==> config.mk <==
export PLATFORM = sky130hd
export DESIGN_NAME = k_way_sorted_merge_flat
export DESIGN_NICKNAME = d
export VERILOG_FILES = /design/src/hw/rtl/kwm_pkg.sv /design/src/hw/rtl/kwm_in_if.sv /design/src/hw/rtl/kwm_out_if.sv /design/src/hw/rtl/kwm_ram.sv /design/src/hw/rtl/kwm_front.sv /design/src/hw/rtl/kwm_queue.sv /design/src/hw/rtl/kwm_back.sv /design/src/hw/rtl/k_way_sorted_merge.sv /design/src/flat_wrapper.sv
export SDC_FILE = /design/constraint.sdc
export NUM_CORES = 2
export LEC_CHECK = 0
export ABC_CLOCK_PERIOD_IN_PS = 5300
export BUFFER_PORTS_ARGS = -buffer_cell sky130_fd_sc_hd__buf_2
export CORE_ASPECT_RATIO = 0.9
export CORE_MARGIN = 2
export CORE_UTILIZATION = 45
export CTS_CLUSTER_DIAMETER = 100
export CTS_CLUSTER_SIZE = 30
export DETAILED_ROUTE_END_ITERATION = 7
export GPL_ROUTABILITY_DRIVEN = 1
export SKIP_LAST_GASP = 1
export SLEW_MARGIN = 20
export SYNTH_ARGS = -nofsm -noshare
export SYNTH_HDL_FRONTEND = slang
export SYNTH_SLANG_ARGS = --single-unit
==> constraint.sdc <==
create_clock -name clk -period 5.3 [get_ports clk]
set_input_delay 0.53 -clock clk [delete_from_list [all_inputs] [get_ports clk]]
set_output_delay 0.53 -clock clk [all_outputs]
set_load 0.05 [all_outputs]
==> src/hw/rtl/kwm_pkg.sv <==
`timescale 1ns / 1ps

package kwm_pkg;

    // Default sizes handed down from the top level.
    localparam int NUM_WAYS_DEF   = 4;
    localparam int FIFO_DEPTH_DEF = 16;

    // Fixed field widths of the channels and the register.
    localparam int WAY_FIELD_W = 2;
    localparam int VALUE_W     = 32;
    localparam int CFG_W       = 3;

    localparam logic [CFG_W-1:0] ACTIVE_WAYS_RST = 3'd4;

    // Longest run of results that one request may cause before emission pauses.
    localparam int MAX_RESULTS = 64;

    // Entries in the queue between the front and the back.
    localparam int QUEUE_DEPTH = 2;

    typedef struct packed {
        logic [WAY_FIELD_W-1:0]    way;
        logic signed [VALUE_W-1:0] value;
        logic                      has_value;
        logic                      stream_end;
    } item_t;

    typedef struct packed {
        logic signed [VALUE_W-1:0] merged_value;
        logic                      value_valid;
        logic                      last;
        logic                      dropped;
    } result_t;

endpackage

==> src/hw/rtl/kwm_in_if.sv <==
`timescale 1ns / 1ps

interface kwm_in_if;
    logic                                      valid;
    logic                                      ready;
    logic [kwm_pkg::WAY_FIELD_W-1:0]           way;
    logic signed [kwm_pkg::VALUE_W-1:0]        value;
    logic                                      has_value;
    logic                                      stream_end;

    modport source (output valid, way, value, has_value, stream_end, input ready);
    modport sink (input valid, way, value, has_value, stream_end, output ready);
endinterface

==> src/hw/rtl/kwm_out_if.sv <==
`timescale 1ns / 1ps

interface kwm_out_if;
    logic                               valid;
    logic                               ready;
    logic signed [kwm_pkg::VALUE_W-1:0] merged_value;
    logic                               value_valid;
    logic                               last;
    logic                               dropped;

    modport source (output valid, merged_value, value_valid, last, dropped, input ready);
    modport sink (input valid, merged_value, value_valid, last, dropped, output ready);
endinterface

==> src/hw/rtl/kwm_ram.sv <==
`timescale 1ns / 1ps

module kwm_ram #(
    parameter int WIDTH = 32,
    parameter int DEPTH = 64
) (
    input  logic                     clk,
    input  logic                     wr_en,
    input  logic [$clog2(DEPTH)-1:0] wr_addr,
    input  logic [WIDTH-1:0]         wr_data,
    input  logic                     rd_en,
    input  logic [$clog2(DEPTH)-1:0] rd_addr,
    output logic [WIDTH-1:0]         rd_data
);

    logic [WIDTH-1:0] mem [DEPTH];

    always_ff @(posedge clk)
    begin
        if (wr_en)
        begin
            mem[wr_addr] <= wr_data;
        end
        if (rd_en)
        begin
            rd_data <= mem[rd_addr];
        end
    end

endmodule

==> src/hw/rtl/kwm_front.sv <==
`timescale 1ns / 1ps

module kwm_front #(
    parameter int NUM_WAYS = kwm_pkg::NUM_WAYS_DEF
) (
    input  logic                          clk,
    input  logic                          rst_n,
    input  logic                          cfg_wr_en,
    input  logic [kwm_pkg::CFG_W-1:0]     cfg_wr_data,
    kwm_in_if.sink                        items,
    output logic                          push_valid,
    input  logic                          push_ready,
    output kwm_pkg::item_t                push_data,
    output logic [$clog2(NUM_WAYS+1)-1:0] eff_ways
);

    localparam int CNT_W = $clog2(NUM_WAYS + 1);

    logic [kwm_pkg::CFG_W-1:0] active_ways_reg;
    logic                      way_active;

    always_ff @(posedge clk or negedge rst_n)
    begin
        if (!rst_n)
        begin
            active_ways_reg <= kwm_pkg::ACTIVE_WAYS_RST;
        end
        else if (cfg_wr_en)
        begin
            active_ways_reg <= cfg_wr_data;
        end
    end

    // A register value above the number of ways built acts as that number.
    assign eff_ways = (32'(active_ways_reg) > NUM_WAYS) ? CNT_W'(NUM_WAYS)
                                                        : CNT_W'(active_ways_reg);

    // Requests for ways outside the job are taken and dropped here.
    assign way_active = 32'(items.way) < 32'(eff_ways);

    assign items.ready = push_ready;
    assign push_valid  = items.valid && way_active;

    assign push_data.way        = items.way;
    assign push_data.value      = items.value;
    assign push_data.has_value  = items.has_value;
    assign push_data.stream_end = items.stream_end;

endmodule

==> src/hw/rtl/kwm_queue.sv <==
`timescale 1ns / 1ps

module kwm_queue (
    input  logic           clk,
    input  logic           rst_n,
    input  logic           push_valid,
    output logic           push_ready,
    input  kwm_pkg::item_t push_data,
    output logic           pop_valid,
    input  logic           pop_ready,
    output kwm_pkg::item_t pop_data
);

    localparam int DEPTH = kwm_pkg::QUEUE_DEPTH;
    localparam int PTR_W = (DEPTH > 1) ? $clog2(DEPTH) : 1;
    localparam int CNT_W = $clog2(DEPTH + 1);

    kwm_pkg::item_t   entry_reg [DEPTH];
    logic [PTR_W-1:0] wr_ptr_reg;
    logic [PTR_W-1:0] rd_ptr_reg;
    logic [CNT_W-1:0] count_reg;
    logic             do_push;
    logic             do_pop;

    assign push_ready = count_reg != CNT_W'(DEPTH);
    assign pop_valid  = count_reg != '0;
    assign pop_data   = entry_reg[rd_ptr_reg];
    assign do_push    = push_valid && push_ready;
    assign do_pop     = pop_valid && pop_ready;

    always_ff @(posedge clk or negedge rst_n)
    begin
        if (!rst_n)
        begin
            wr_ptr_reg <= '0;
            rd_ptr_reg <= '0;
            count_reg  <= '0;
        end
        else
        begin
            if (do_push)
            begin
                wr_ptr_reg <= (wr_ptr_reg == PTR_W'(DEPTH - 1)) ? '0 : wr_ptr_reg + PTR_W'(1);
            end
            if (do_pop)
            begin
                rd_ptr_reg <= (rd_ptr_reg == PTR_W'(DEPTH - 1)) ? '0 : rd_ptr_reg + PTR_W'(1);
            end
            if (do_push && !do_pop)
            begin
                count_reg <= count_reg + CNT_W'(1);
            end
            else if (do_pop && !do_push)
            begin
                count_reg <= count_reg - CNT_W'(1);
            end
        end
    end

    always_ff @(posedge clk)
    begin
        if (do_push)
        begin
            entry_reg[wr_ptr_reg] <= push_data;
        end
    end

endmodule

==> src/hw/rtl/kwm_back.sv <==
`timescale 1ns / 1ps

module kwm_back #(
    parameter int NUM_WAYS   = kwm_pkg::NUM_WAYS_DEF,
    parameter int FIFO_DEPTH = kwm_pkg::FIFO_DEPTH_DEF
) (
    input  logic                          clk,
    input  logic                          rst_n,
    input  logic                          job_clear,
    input  logic [$clog2(NUM_WAYS+1)-1:0] eff_ways,
    input  logic                          pop_valid,
    output logic                          pop_ready,
    input  kwm_pkg::item_t                pop_data,
    kwm_out_if.source                     merged
);

    localparam int WAY_W     = (NUM_WAYS > 1) ? $clog2(NUM_WAYS) : 1;
    localparam int CNT_W     = $clog2(NUM_WAYS + 1);
    localparam int PTR_W     = $clog2(FIFO_DEPTH);
    localparam int FILL_W    = $clog2(FIFO_DEPTH + 1);
    localparam int RAM_DEPTH = NUM_WAYS * FIFO_DEPTH;
    localparam int ADDR_W    = $clog2(RAM_DEPTH);
    localparam int RES_W     = $clog2(kwm_pkg::MAX_RESULTS + 1);
    localparam int VALUE_W   = kwm_pkg::VALUE_W;

    localparam logic [ADDR_W-1:0] DEPTH_A = ADDR_W'(FIFO_DEPTH);

    typedef enum logic [1:0] {
        ST_IDLE,
        ST_SCAN,
        ST_DECIDE
    } state_t;

    state_t                    state_reg;
    logic [FILL_W-1:0]         fill_reg [NUM_WAYS];
    logic [PTR_W-1:0]          rp_reg [NUM_WAYS];
    logic [PTR_W-1:0]          wp_reg [NUM_WAYS];
    logic [NUM_WAYS-1:0]       fin_reg;
    logic [CNT_W-1:0]          scan_idx_reg;
    logic                      pend_reg;
    logic [WAY_W-1:0]          pend_way_reg;
    logic                      best_found_reg;
    logic [WAY_W-1:0]          best_way_reg;
    logic signed [VALUE_W-1:0] best_val_reg;
    logic [RES_W-1:0]          step_cnt_reg;
    logic                      out_valid_reg;
    kwm_pkg::result_t          out_data_reg;

    logic [WAY_W-1:0]   in_way;
    logic [WAY_W-1:0]   scan_way;
    logic               out_free;
    logic               blocked;
    logic               done;
    logic               ram_we;
    logic [ADDR_W-1:0]  ram_waddr;
    logic               ram_re;
    logic [ADDR_W-1:0]  ram_raddr;
    logic [VALUE_W-1:0] ram_rdata;
    logic signed [VALUE_W-1:0] head_val;

    assign in_way   = WAY_W'(pop_data.way);
    assign scan_way = scan_idx_reg[WAY_W-1:0];
    assign out_free = !out_valid_reg || merged.ready;
    assign head_val = $signed(ram_rdata);

    // A way blocks emission while it is in the job, empty and not yet ended.
    // The job is done after a pop when every way in the job is ended and empty.
    always_comb
    begin
        blocked = 1'b0;
        done    = 1'b1;
        for (int i = 0; i < NUM_WAYS; i++)
        begin
            if (i < int'(eff_ways))
            begin
                if (fill_reg[i] == '0 && !fin_reg[i])
                begin
                    blocked = 1'b1;
                end
                if (WAY_W'(i) == best_way_reg)
                begin
                    if (!(fill_reg[i] == FILL_W'(1) && fin_reg[i]))
                    begin
                        done = 1'b0;
                    end
                end
                else if (!(fill_reg[i] == '0 && fin_reg[i]))
                begin
                    done = 1'b0;
                end
            end
        end
    end

    assign pop_ready = (state_reg == ST_IDLE) && out_free;

    assign ram_we    = pop_valid && pop_ready && !fin_reg[in_way] && pop_data.has_value
                       && (fill_reg[in_way] != FILL_W'(FIFO_DEPTH));
    assign ram_waddr = ADDR_W'(in_way) * DEPTH_A + ADDR_W'(wp_reg[in_way]);
    assign ram_re    = (state_reg == ST_SCAN) && (scan_idx_reg < eff_ways);
    assign ram_raddr = ADDR_W'(scan_way) * DEPTH_A + ADDR_W'(rp_reg[scan_way]);

    kwm_ram #(
        .WIDTH (VALUE_W),
        .DEPTH (RAM_DEPTH)
    ) u_buf (
        .clk     (clk),
        .wr_en   (ram_we),
        .wr_addr (ram_waddr),
        .wr_data (pop_data.value),
        .rd_en   (ram_re),
        .rd_addr (ram_raddr),
        .rd_data (ram_rdata)
    );

    assign merged.valid        = out_valid_reg;
    assign merged.merged_value = out_data_reg.merged_value;
    assign merged.value_valid  = out_data_reg.value_valid;
    assign merged.last         = out_data_reg.last;
    assign merged.dropped      = out_data_reg.dropped;

    always_ff @(posedge clk or negedge rst_n)
    begin
        if (!rst_n)
        begin
            state_reg      <= ST_IDLE;
            fin_reg        <= '0;
            scan_idx_reg   <= '0;
            pend_reg       <= 1'b0;
            pend_way_reg   <= '0;
            best_found_reg <= 1'b0;
            best_way_reg   <= '0;
            best_val_reg   <= '0;
            step_cnt_reg   <= '0;
            out_valid_reg  <= 1'b0;
            out_data_reg   <= '0;
            for (int i = 0; i < NUM_WAYS; i++)
            begin
                fill_reg[i] <= '0;
                rp_reg[i]   <= '0;
                wp_reg[i]   <= '0;
            end
        end
        else
        begin
            if (merged.ready)
            begin
                out_valid_reg <= 1'b0;
            end

            if (job_clear)
            begin
                state_reg <= ST_IDLE;
                fin_reg   <= '0;
                for (int i = 0; i < NUM_WAYS; i++)
                begin
                    fill_reg[i] <= '0;
                    rp_reg[i]   <= '0;
                    wp_reg[i]   <= '0;
                end
            end
            else
            begin
                case (state_reg)
                    ST_IDLE:
                    begin
                        if (pop_valid && pop_ready && !fin_reg[in_way])
                        begin
                            step_cnt_reg   <= '0;
                            scan_idx_reg   <= '0;
                            pend_reg       <= 1'b0;
                            best_found_reg <= 1'b0;
                            state_reg      <= ST_SCAN;
                            if (pop_data.has_value)
                            begin
                                if (fill_reg[in_way] == FILL_W'(FIFO_DEPTH))
                                begin
                                    out_valid_reg              <= 1'b1;
                                    out_data_reg.merged_value  <= '0;
                                    out_data_reg.value_valid   <= 1'b0;
                                    out_data_reg.last          <= 1'b0;
                                    out_data_reg.dropped       <= 1'b1;
                                    step_cnt_reg               <= RES_W'(1);
                                end
                                else
                                begin
                                    fill_reg[in_way] <= fill_reg[in_way] + FILL_W'(1);
                                    wp_reg[in_way]   <= (wp_reg[in_way] == PTR_W'(FIFO_DEPTH - 1))
                                                        ? '0 : wp_reg[in_way] + PTR_W'(1);
                                end
                            end
                            if (pop_data.stream_end)
                            begin
                                fin_reg[in_way] <= 1'b1;
                            end
                        end
                    end

                    ST_SCAN:
                    begin
                        if (scan_idx_reg == '0 && blocked)
                        begin
                            state_reg <= ST_IDLE;
                        end
                        else
                        begin
                            pend_reg     <= ram_re && (fill_reg[scan_way] != '0);
                            pend_way_reg <= scan_way;
                            scan_idx_reg <= scan_idx_reg + CNT_W'(1);
                            // Strict compare keeps the lowest way on equal heads.
                            if (pend_reg && (!best_found_reg || head_val < best_val_reg))
                            begin
                                best_found_reg <= 1'b1;
                                best_way_reg   <= pend_way_reg;
                                best_val_reg   <= head_val;
                            end
                            if (scan_idx_reg == eff_ways)
                            begin
                                state_reg <= ST_DECIDE;
                            end
                        end
                    end

                    ST_DECIDE:
                    begin
                        if (out_free)
                        begin
                            out_valid_reg         <= 1'b1;
                            out_data_reg.dropped  <= 1'b0;
                            if (!best_found_reg)
                            begin
                                // Every way has ended with nothing left: close the job.
                                out_data_reg.merged_value <= '0;
                                out_data_reg.value_valid  <= 1'b0;
                                out_data_reg.last         <= 1'b1;
                                state_reg                 <= ST_IDLE;
                                fin_reg                   <= '0;
                                for (int i = 0; i < NUM_WAYS; i++)
                                begin
                                    fill_reg[i] <= '0;
                                    rp_reg[i]   <= '0;
                                    wp_reg[i]   <= '0;
                                end
                            end
                            else
                            begin
                                out_data_reg.merged_value <= best_val_reg;
                                out_data_reg.value_valid  <= 1'b1;
                                out_data_reg.last         <= done;
                                if (done)
                                begin
                                    state_reg <= ST_IDLE;
                                    fin_reg   <= '0;
                                    for (int i = 0; i < NUM_WAYS; i++)
                                    begin
                                        fill_reg[i] <= '0;
                                        rp_reg[i]   <= '0;
                                        wp_reg[i]   <= '0;
                                    end
                                end
                                else
                                begin
                                    fill_reg[best_way_reg] <= fill_reg[best_way_reg] - FILL_W'(1);
                                    rp_reg[best_way_reg]   <=
                                        (rp_reg[best_way_reg] == PTR_W'(FIFO_DEPTH - 1))
                                        ? '0 : rp_reg[best_way_reg] + PTR_W'(1);
                                    step_cnt_reg   <= step_cnt_reg + RES_W'(1);
                                    scan_idx_reg   <= '0;
                                    pend_reg       <= 1'b0;
                                    best_found_reg <= 1'b0;
                                    if (step_cnt_reg + RES_W'(1) == RES_W'(kwm_pkg::MAX_RESULTS))
                                    begin
                                        state_reg <= ST_IDLE;
                                    end
                                    else
                                    begin
                                        state_reg <= ST_SCAN;
                                    end
                                end
                            end
                        end
                    end

                    default:
                    begin
                        state_reg <= ST_IDLE;
                    end
                endcase
            end
        end
    end

endmodule

==> src/hw/rtl/k_way_sorted_merge.sv <==
`timescale 1ns / 1ps

// K-way sorted merge. Requests arrive on the items channel (valid/ready), each naming a
// way and carrying an optional value and an optional end-of-stream mark. Merged results
// leave on the merged channel (valid/ready) in ascending order, the final value of a job
// flagged with last; a job without values closes with one empty result carrying last,
// and a value for a full way buffer is reported once with dropped set.
// The user must write the active_ways register through cfg_wr_en/cfg_wr_data only while
// the block is idle; the block does not enforce it. A write also clears the job in progress.
// A request passes the input queue and is applied in the idle state; then each
// merged result takes a head search of the active ways (scan, then decide), because the way
// heads are read one per cycle from the single-read-port buffer memory. A request that
// releases no result holds the back for the scan state only. One request is worked on
// at a time while the next waits in the two-entry queue.
// Reset clears the way buffers' counts, pointers and end flags and sets active_ways to
// four; no clearing pass is needed. When the receiver stalls, the finished result waits
// in the output register, the search holds, and the input queue fills and then drops ready.
module k_way_sorted_merge #(
    parameter int NUM_WAYS   = kwm_pkg::NUM_WAYS_DEF,
    parameter int FIFO_DEPTH = kwm_pkg::FIFO_DEPTH_DEF
) (
    input  logic                      clk,
    input  logic                      rst_n,
    input  logic                      cfg_wr_en,
    input  logic [kwm_pkg::CFG_W-1:0] cfg_wr_data,
    kwm_in_if.sink                    items,
    kwm_out_if.source                 merged
);

    localparam int CNT_W = $clog2(NUM_WAYS + 1);

    // Requests for active ways travel from the front to the back through this queue.
    logic           push_valid;
    logic           push_ready;
    kwm_pkg::item_t push_data;
    logic           pop_valid;
    logic           pop_ready;
    kwm_pkg::item_t pop_data;

    logic [CNT_W-1:0] eff_ways;

    // The front holds the register and filters out requests for ways outside the job.
    kwm_front #(
        .NUM_WAYS (NUM_WAYS)
    ) u_front (
        .clk         (clk),
        .rst_n       (rst_n),
        .cfg_wr_en   (cfg_wr_en),
        .cfg_wr_data (cfg_wr_data),
        .items       (items),
        .push_valid  (push_valid),
        .push_ready  (push_ready),
        .push_data   (push_data),
        .eff_ways    (eff_ways)
    );

    kwm_queue u_queue (
        .clk        (clk),
        .rst_n      (rst_n),
        .push_valid (push_valid),
        .push_ready (push_ready),
        .push_data  (push_data),
        .pop_valid  (pop_valid),
        .pop_ready  (pop_ready),
        .pop_data   (pop_data)
    );

    // The back owns the way buffers, runs the head search and drives the output register.
    kwm_back #(
        .NUM_WAYS   (NUM_WAYS),
        .FIFO_DEPTH (FIFO_DEPTH)
    ) u_back (
        .clk       (clk),
        .rst_n     (rst_n),
        .job_clear (cfg_wr_en),
        .eff_ways  (eff_ways),
        .pop_valid (pop_valid),
        .pop_ready (pop_ready),
        .pop_data  (pop_data),
        .merged    (merged)
    );

endmodule

==> src/flat_wrapper.sv <==
// flat-port wrapper written by rule: the top's interface ports become plain ports
module k_way_sorted_merge_flat 
#(
    parameter int NUM_WAYS   = kwm_pkg::NUM_WAYS_DEF,
    parameter int FIFO_DEPTH = kwm_pkg::FIFO_DEPTH_DEF
)
  (clk, rst_n, cfg_wr_en, cfg_wr_data, items_valid, items_way, items_value, items_has_value, items_stream_end, items_ready, merged_valid, merged_merged_value, merged_value_valid, merged_last, merged_dropped, merged_ready);
  kwm_in_if items_i ();
  kwm_out_if merged_i ();
  input  logic clk;
  input  logic rst_n;
  input  logic cfg_wr_en;
  input  logic [kwm_pkg::CFG_W-1:0] cfg_wr_data;
  input wire logic [$bits(items_i.valid)-1:0] items_valid;
  input wire logic [$bits(items_i.way)-1:0] items_way;
  input wire logic [$bits(items_i.value)-1:0] items_value;
  input wire logic [$bits(items_i.has_value)-1:0] items_has_value;
  input wire logic [$bits(items_i.stream_end)-1:0] items_stream_end;
  output wire logic [$bits(items_i.ready)-1:0] items_ready;
  output wire logic [$bits(merged_i.valid)-1:0] merged_valid;
  output wire logic [$bits(merged_i.merged_value)-1:0] merged_merged_value;
  output wire logic [$bits(merged_i.value_valid)-1:0] merged_value_valid;
  output wire logic [$bits(merged_i.last)-1:0] merged_last;
  output wire logic [$bits(merged_i.dropped)-1:0] merged_dropped;
  input wire logic [$bits(merged_i.ready)-1:0] merged_ready;
  assign items_i.valid = items_valid;
  assign items_i.way = items_way;
  assign items_i.value = items_value;
  assign items_i.has_value = items_has_value;
  assign items_i.stream_end = items_stream_end;
  assign items_ready = items_i.ready;
  assign merged_valid = merged_i.valid;
  assign merged_merged_value = merged_i.merged_value;
  assign merged_value_valid = merged_i.value_valid;
  assign merged_last = merged_i.last;
  assign merged_dropped = merged_i.dropped;
  assign merged_i.ready = merged_ready;
  k_way_sorted_merge #(.NUM_WAYS(NUM_WAYS), .FIFO_DEPTH(FIFO_DEPTH)) u_core (.clk(clk), .rst_n(rst_n), .cfg_wr_en(cfg_wr_en), .cfg_wr_data(cfg_wr_data), .items(items_i), .merged(merged_i));
endmodule
-- After elaboration in Yosys (flattened, before gate mapping)
Memories as Yosys holds them, arrays and structs flattened. A register that Yosys moved wholly into a read port is not among the register bits.
Index checks and enable logic that the tools add are counted.
- bits of input ports: 44
- word-level logic and storage cells: 305
- memories: 2
- RAM bits: 2120
- register bits after elaboration: 149
- output and inout port bits: 37
- memories (name ; depth ; width ; read ports ; clocked after Yosys merged registers in ; write ports ; line ; RTL):
    u_core.u_back.u_buf.mem ; 64 ; 32 ; 1 ; 1 ; 1 ; kwm_ram.sv:16 ; logic [WIDTH-1:0] mem [DEPTH];
    u_core.u_queue.entry_reg ; 2 ; 36 ; 1 ; 0 ; 1 ; kwm_queue.sv:18 ; kwm_pkg::item_t entry_reg [DEPTH];
- equality and inequality tests: 31
- add/sub/neg operators: 12
- bitwise logic cells: 6
- reductions and logical operators: 65
- multiplexer cells: 144
- order comparisons: 15
- operator list (cell ; number):
    $mux 16 ; 12
    $mux 20 ; 7
    $mux 35 ; 4
    $pmux 35 s2 ; 1
    $mux 4 ; 16
    $mux 1 ; 53
    $bwmux 20 ; 2
    $mux 5 ; 8
    $pmux 20 s2 ; 1
    $mux 34 ; 1
    $bwmux 16 ; 2
    $lt 32x32->1 ; 1
    $pmux 16 s2 ; 1
    $bmux 5 s2 ; 3
    $logic_and 1x1->1 ; 28
    $mux 7 ; 4
    $bmux 4 s2 ; 3
    $reduce_and 6->1 ; 4
    $demux 5 s2 ; 2
    $eq 5x1->1 const B ; 4
    $logic_not 5->1 ; 4
    $mux 3 ; 6
    $demux 4 s2 ; 2
    $mux 2 ; 7
    other kinds (56) ; 97

-- Depth between registers and ports, before layout
- depth after elaboration: 19
- mapped depth: 13
- mapped depth without buffers: 10

-- Hierarchy
A second synthesis with hierarchy kept.
- cells, all modules: 4468
- area, all modules: 91237.5 µm²
- by module, submodules not included (module ; sequential area each (µm²) ; area each (µm²) ; instances ; cells an instance):
    kwm_ram ; 62459.9 ; 79359.9 ; 1 ; 3511
    kwm_back ; 3553.4 ; 8481.9 ; 1 ; 775
    kwm_queue ; 2262.2 ; 2941.6 ; 1 ; 130
    kwm_front ; 76.3 ; 454.2 ; 1 ; 52

-- Least setup slack after synthesis
No wires, ideal clock.
- kind: register to register
- start point: register u_core.u_queue.rd_ptr_reg
- end point: memory u_core.u_back.u_buf.mem[21][0], enable pin
- data required time: 4.879 ns
- path slack: 1.218 ns
- clock period less this slack: 4.082 ns
- library setup time: 0.421 ns
- cell stages (with the launch flop): 8
- buffers on the path: 1
- arrival time: 3.661 ns
- cell sequence: dfrtp_1 -> buf_6 -> mux2i_4 -> mux4_1 -> and3_4 -> nor3b_1 -> nand2_1 -> nor2_1
- cells in the longest elaborated chain, start to end: 9
- elaborated cells on any way between the ends: 18
- those cells by class: 1 x add/sub; 1 x eq/ne; 10 x mux; 1 x bitwise; 4 x reduce/logical; 1 x memory
- ends and longest elaborated chain (element ; line ; RTL):
    start, declared ; kwm_queue.sv:20 ; logic [PTR_W-1:0] rd_ptr_reg;
    start signal, assigned ; kwm_queue.sv:47 ; rd_ptr_reg <= (rd_ptr_reg == PTR_W'(DEPTH - 1)) ? '0 : rd_ptr_reg + PTR_W'(1);
    $mem_v2 2x36 (*) ; - ;
    branches (longest 8 deep; another with $add 6x4->6) ; - ;
    end, declared ; kwm_ram.sv:16 ;
Mark *: on every way between the ends. The select of a mux whose other input is x is not followed.

-- Final worst setup path
- start point: register u_core.u_queue.rd_ptr_reg
- end point: memory u_core.u_back.u_buf.mem[6][24], enable pin
The elaborated chain is that of the path after synthesis.

==> impl_metrics.ini <==
[outcome]
status = finished clean

[synth]
async_flop_share_pct = 6.48
ys_seq_area_share_pct = 75.1
synthTopCellsByArea = edfxtp_1 71%, nand2_1 5.2%, mux4_2 4.4%
postSynthNetCount = 6030
yosysTopAreaCell = edfxtp_1
ys_top_cells_by_count = 2,152 x edfxtp_1, 1,266 x nand2_1, 546 x nand3_1
synth_cell_type_count = 85
synth_edf_count = 2152
yosysWarnings = 0
synth_cells = 5938
synth_area_um2 = 91000
synth.top_cell.area_share_pct = 71.0
synth-seq-cells = 2301
ys.flop_type = edfxtp_1
avgSynthCellArea_um2 = 15.3
synthMostInstantiatedCell = edfxtp_1

[clock_network]
cts_max_level = 3
path_clk_slew_ns = 0.11
clk_latency_ns = 0.78
root_buffer = clkbuf_16
cts_buffers = 89
clock_path_buffers = 3
cts.sinks = 2301
cts_tree = yes
postCtsSetupRepairBufs = 0

[floorplan]
initial_core_util_pct = 45.3
std_cell_rows = 156
die_y_um = 431
core_area_um2 = 201000
ios = 81
dieArea_um2 = 206000
die_w_um = 478

[global_routing]
grt_max_degree = 170
grt.busiest_layer = met1
overflow = 0
grtUsageTotal_pct = 24.6
grtUsageMet1_pct = 37.3
grtUsageMet2_pct = 36.7
grt_util_met3_pct = 4.28
antenna_found_initial = 11
grt_pass1_wl_mm = 368
grt_pass1_vias = 50100

[timing]
slew_viol_final = 0
tns_ns = 0
setup_viol = 0
rsz0062_at_grt = false
min_period_ns = 4.84
slew_headroom_pct = 19.7
worst_pin_slew_ns = 1.19
timing.final.crit_share_pct = 91.2
fmax_ghz = 0.207
fin_skew_ns = 0.0556
final.setup.worst_slack_ns = 0.464
whs_ns = 0.173
finalHoldViolCount = 0

[layout]
drive_above_1_share_pct = 13.8
nets = 6156
largest_reg_flops = 2048
final_area_um2 = 99300
fill_cells = 16800
syn_to_final_growth_pct = 9.10

[setup_path]
critPathKind = reg2reg
r2r_end = u_core.u_back.u_buf.mem[6][24]
required_ns = 5.78
rr_worst_depth = 9
r2r-start = u_core.u_queue.rd_ptr_reg
crit_chain = mux2i_4 -> mux4_2 -> inv_1 -> ha_1 -> and3_4 -> nor3_1 -> nand2_1 -> nor2_4 -> buf_4
arrival_ns = 5.31
slowest_stage = nor2_4
reg2reg_slack_ns = 0.46
worstPathMaxFanout = 18
end_kind = register
slowest_delay_ns = 0.87
start_kind = register

[route]
drtIter0Drc = 7726
wl_per_cell_um = 29.2
dr.pass1.iters = 6
detail-route-antenna-nets = 0
drc = 0
drt_wl_total_mm = 257
num_vias = 53300
vias_per_cell = 6.06

[place]
placed_area_um2 = 96300
place_ws_ns = 0.537
io_buffers = 80
hpwl_mm = 158
gp_congestion = 0.940

[min_path]
hold_end = u_core.u_queue.wr_ptr_reg
worstHoldPathCells = 3
worstHoldPathType = in2reg
hp-start = items_valid

[power_and_ir_drop]
peakVddDrop_uv = 303
cellPowerDensity_nw_per_um2 = 393
p_leak_nw = 32.2

[job]
maxCapViolCount = 0
[logic make-up after synthesis]
family	count (synthesis)	share of synthesized area (%)
flip-flops	2301	75.1
buffers and inverters	376	1.66
AND/OR/NAND/NOR	2171	10.4
multiplexers	420	7.31
XOR/XNOR	18	0.173
AO/OA/AOI/OAI	604	4.70
adder cells (fa/ha/maj)	48	0.660
[through the flow]
| step | instances | util (%) | power [mW] |
|---|---|---|---|
| global route | 8785 | 49.4 | 40.1 |
| global placement | 8618 | 47.9 | 30.4 |
| CTS | 8785 | 49.4 | 39.1 |
| finish | 8790 | 49.4 | 39.1 |
| detailed placement | 8619 | 48.0 | 30.5 |
| floorplan | 5938 | - | 26.5 |
[what timing repair did]
| item | in CTS | in global routing |
|---|---|---|
| gates resized for setup | 0 | 0 |
| endpoints found under the hold margin | 147 | 0 |
| hold buffers | 40 | 0 |
[worst max-delay path, delay by kind of cell (launching register included)]
kind,cells,cell delay (ns)
adders and majority gates,1,0.21
buffers and inverters,2,0.38
DFF,1,0.50
muxes,2,1.00
and+or+nand+nor,4,2.43
[worst max-delay path by stage]
stage	start	endpoint	slack, ns	cells past startpoint
5_1_grt	u_core.u_queue.rd_ptr_reg	u_core.u_back.u_buf.mem[6][24]	0.36	9
2_1_floorplan	u_core.u_queue.rd_ptr_reg	u_core.u_back.u_buf.mem[21][0]	1.22	7
3_3_place_gp	u_core.u_queue.rd_ptr_reg	u_core.u_back.u_buf.mem[6][29]	0.54	9
4_1_cts	u_core.u_queue.rd_ptr_reg	u_core.u_back.u_buf.mem[30][0]	0.51	9
6_report	u_core.u_queue.rd_ptr_reg	u_core.u_back.u_buf.mem[6][24]	0.46	9
3_5_place_dp	u_core.u_queue.rd_ptr_reg	u_core.u_back.u_buf.mem[6][15]	0.54	9
[placed cells by master, fill, tap and decap left out, types with 50 or more instances in the layout]
cell type	n
a21oi_1	186
a22oi_1	64
a32oi_1	52
buf_2	79
buf_4	209
clkbuf_16	92
dfrtp_1	145
edfxtp_1	2152
inv_1	50
mux2_2	108
mux2i_1	120
mux4_2	174
nand2_1	1266
nand3_1	546
nand4_1	68
nor2_1	67
nor2_4	71
[layout make-up]
cell class                 instances  area, um^2  area share, %
antenna                            5        12.5         0.0126
clock buffer                     112        2380           2.39
clock inverter                    14         191          0.193
inverter                          51         191          0.193
multi-input combinational       3261       21800           22.0
sequential                      2301       68400           68.8
tap                             2686        3360           3.38
timing repair buffer             360        3000           3.03
[power breakdown]
group          switching [mW]  leakage, nW  internal, mW  total, mW
logic                    5.60         9.51          1.68       7.29
registers               0.597         21.4          22.4       23.0
clock network            5.45         1.25          3.32       8.77
total                    11.6         32.2          27.4       39.1
[per-layer routing]
layer | wire length (um) | vias up | share of wire (%)
met5 | 25 | - | 0.0097
met4 | 7070 | 4 | 2.8
met3 | 26700 | 255 | 10
met2 | 114000 | 2671 | 44
met1 | 109000 | 27500 | 43
li1 | - | 22800 | -
Power figures use the tool's default switching activity.
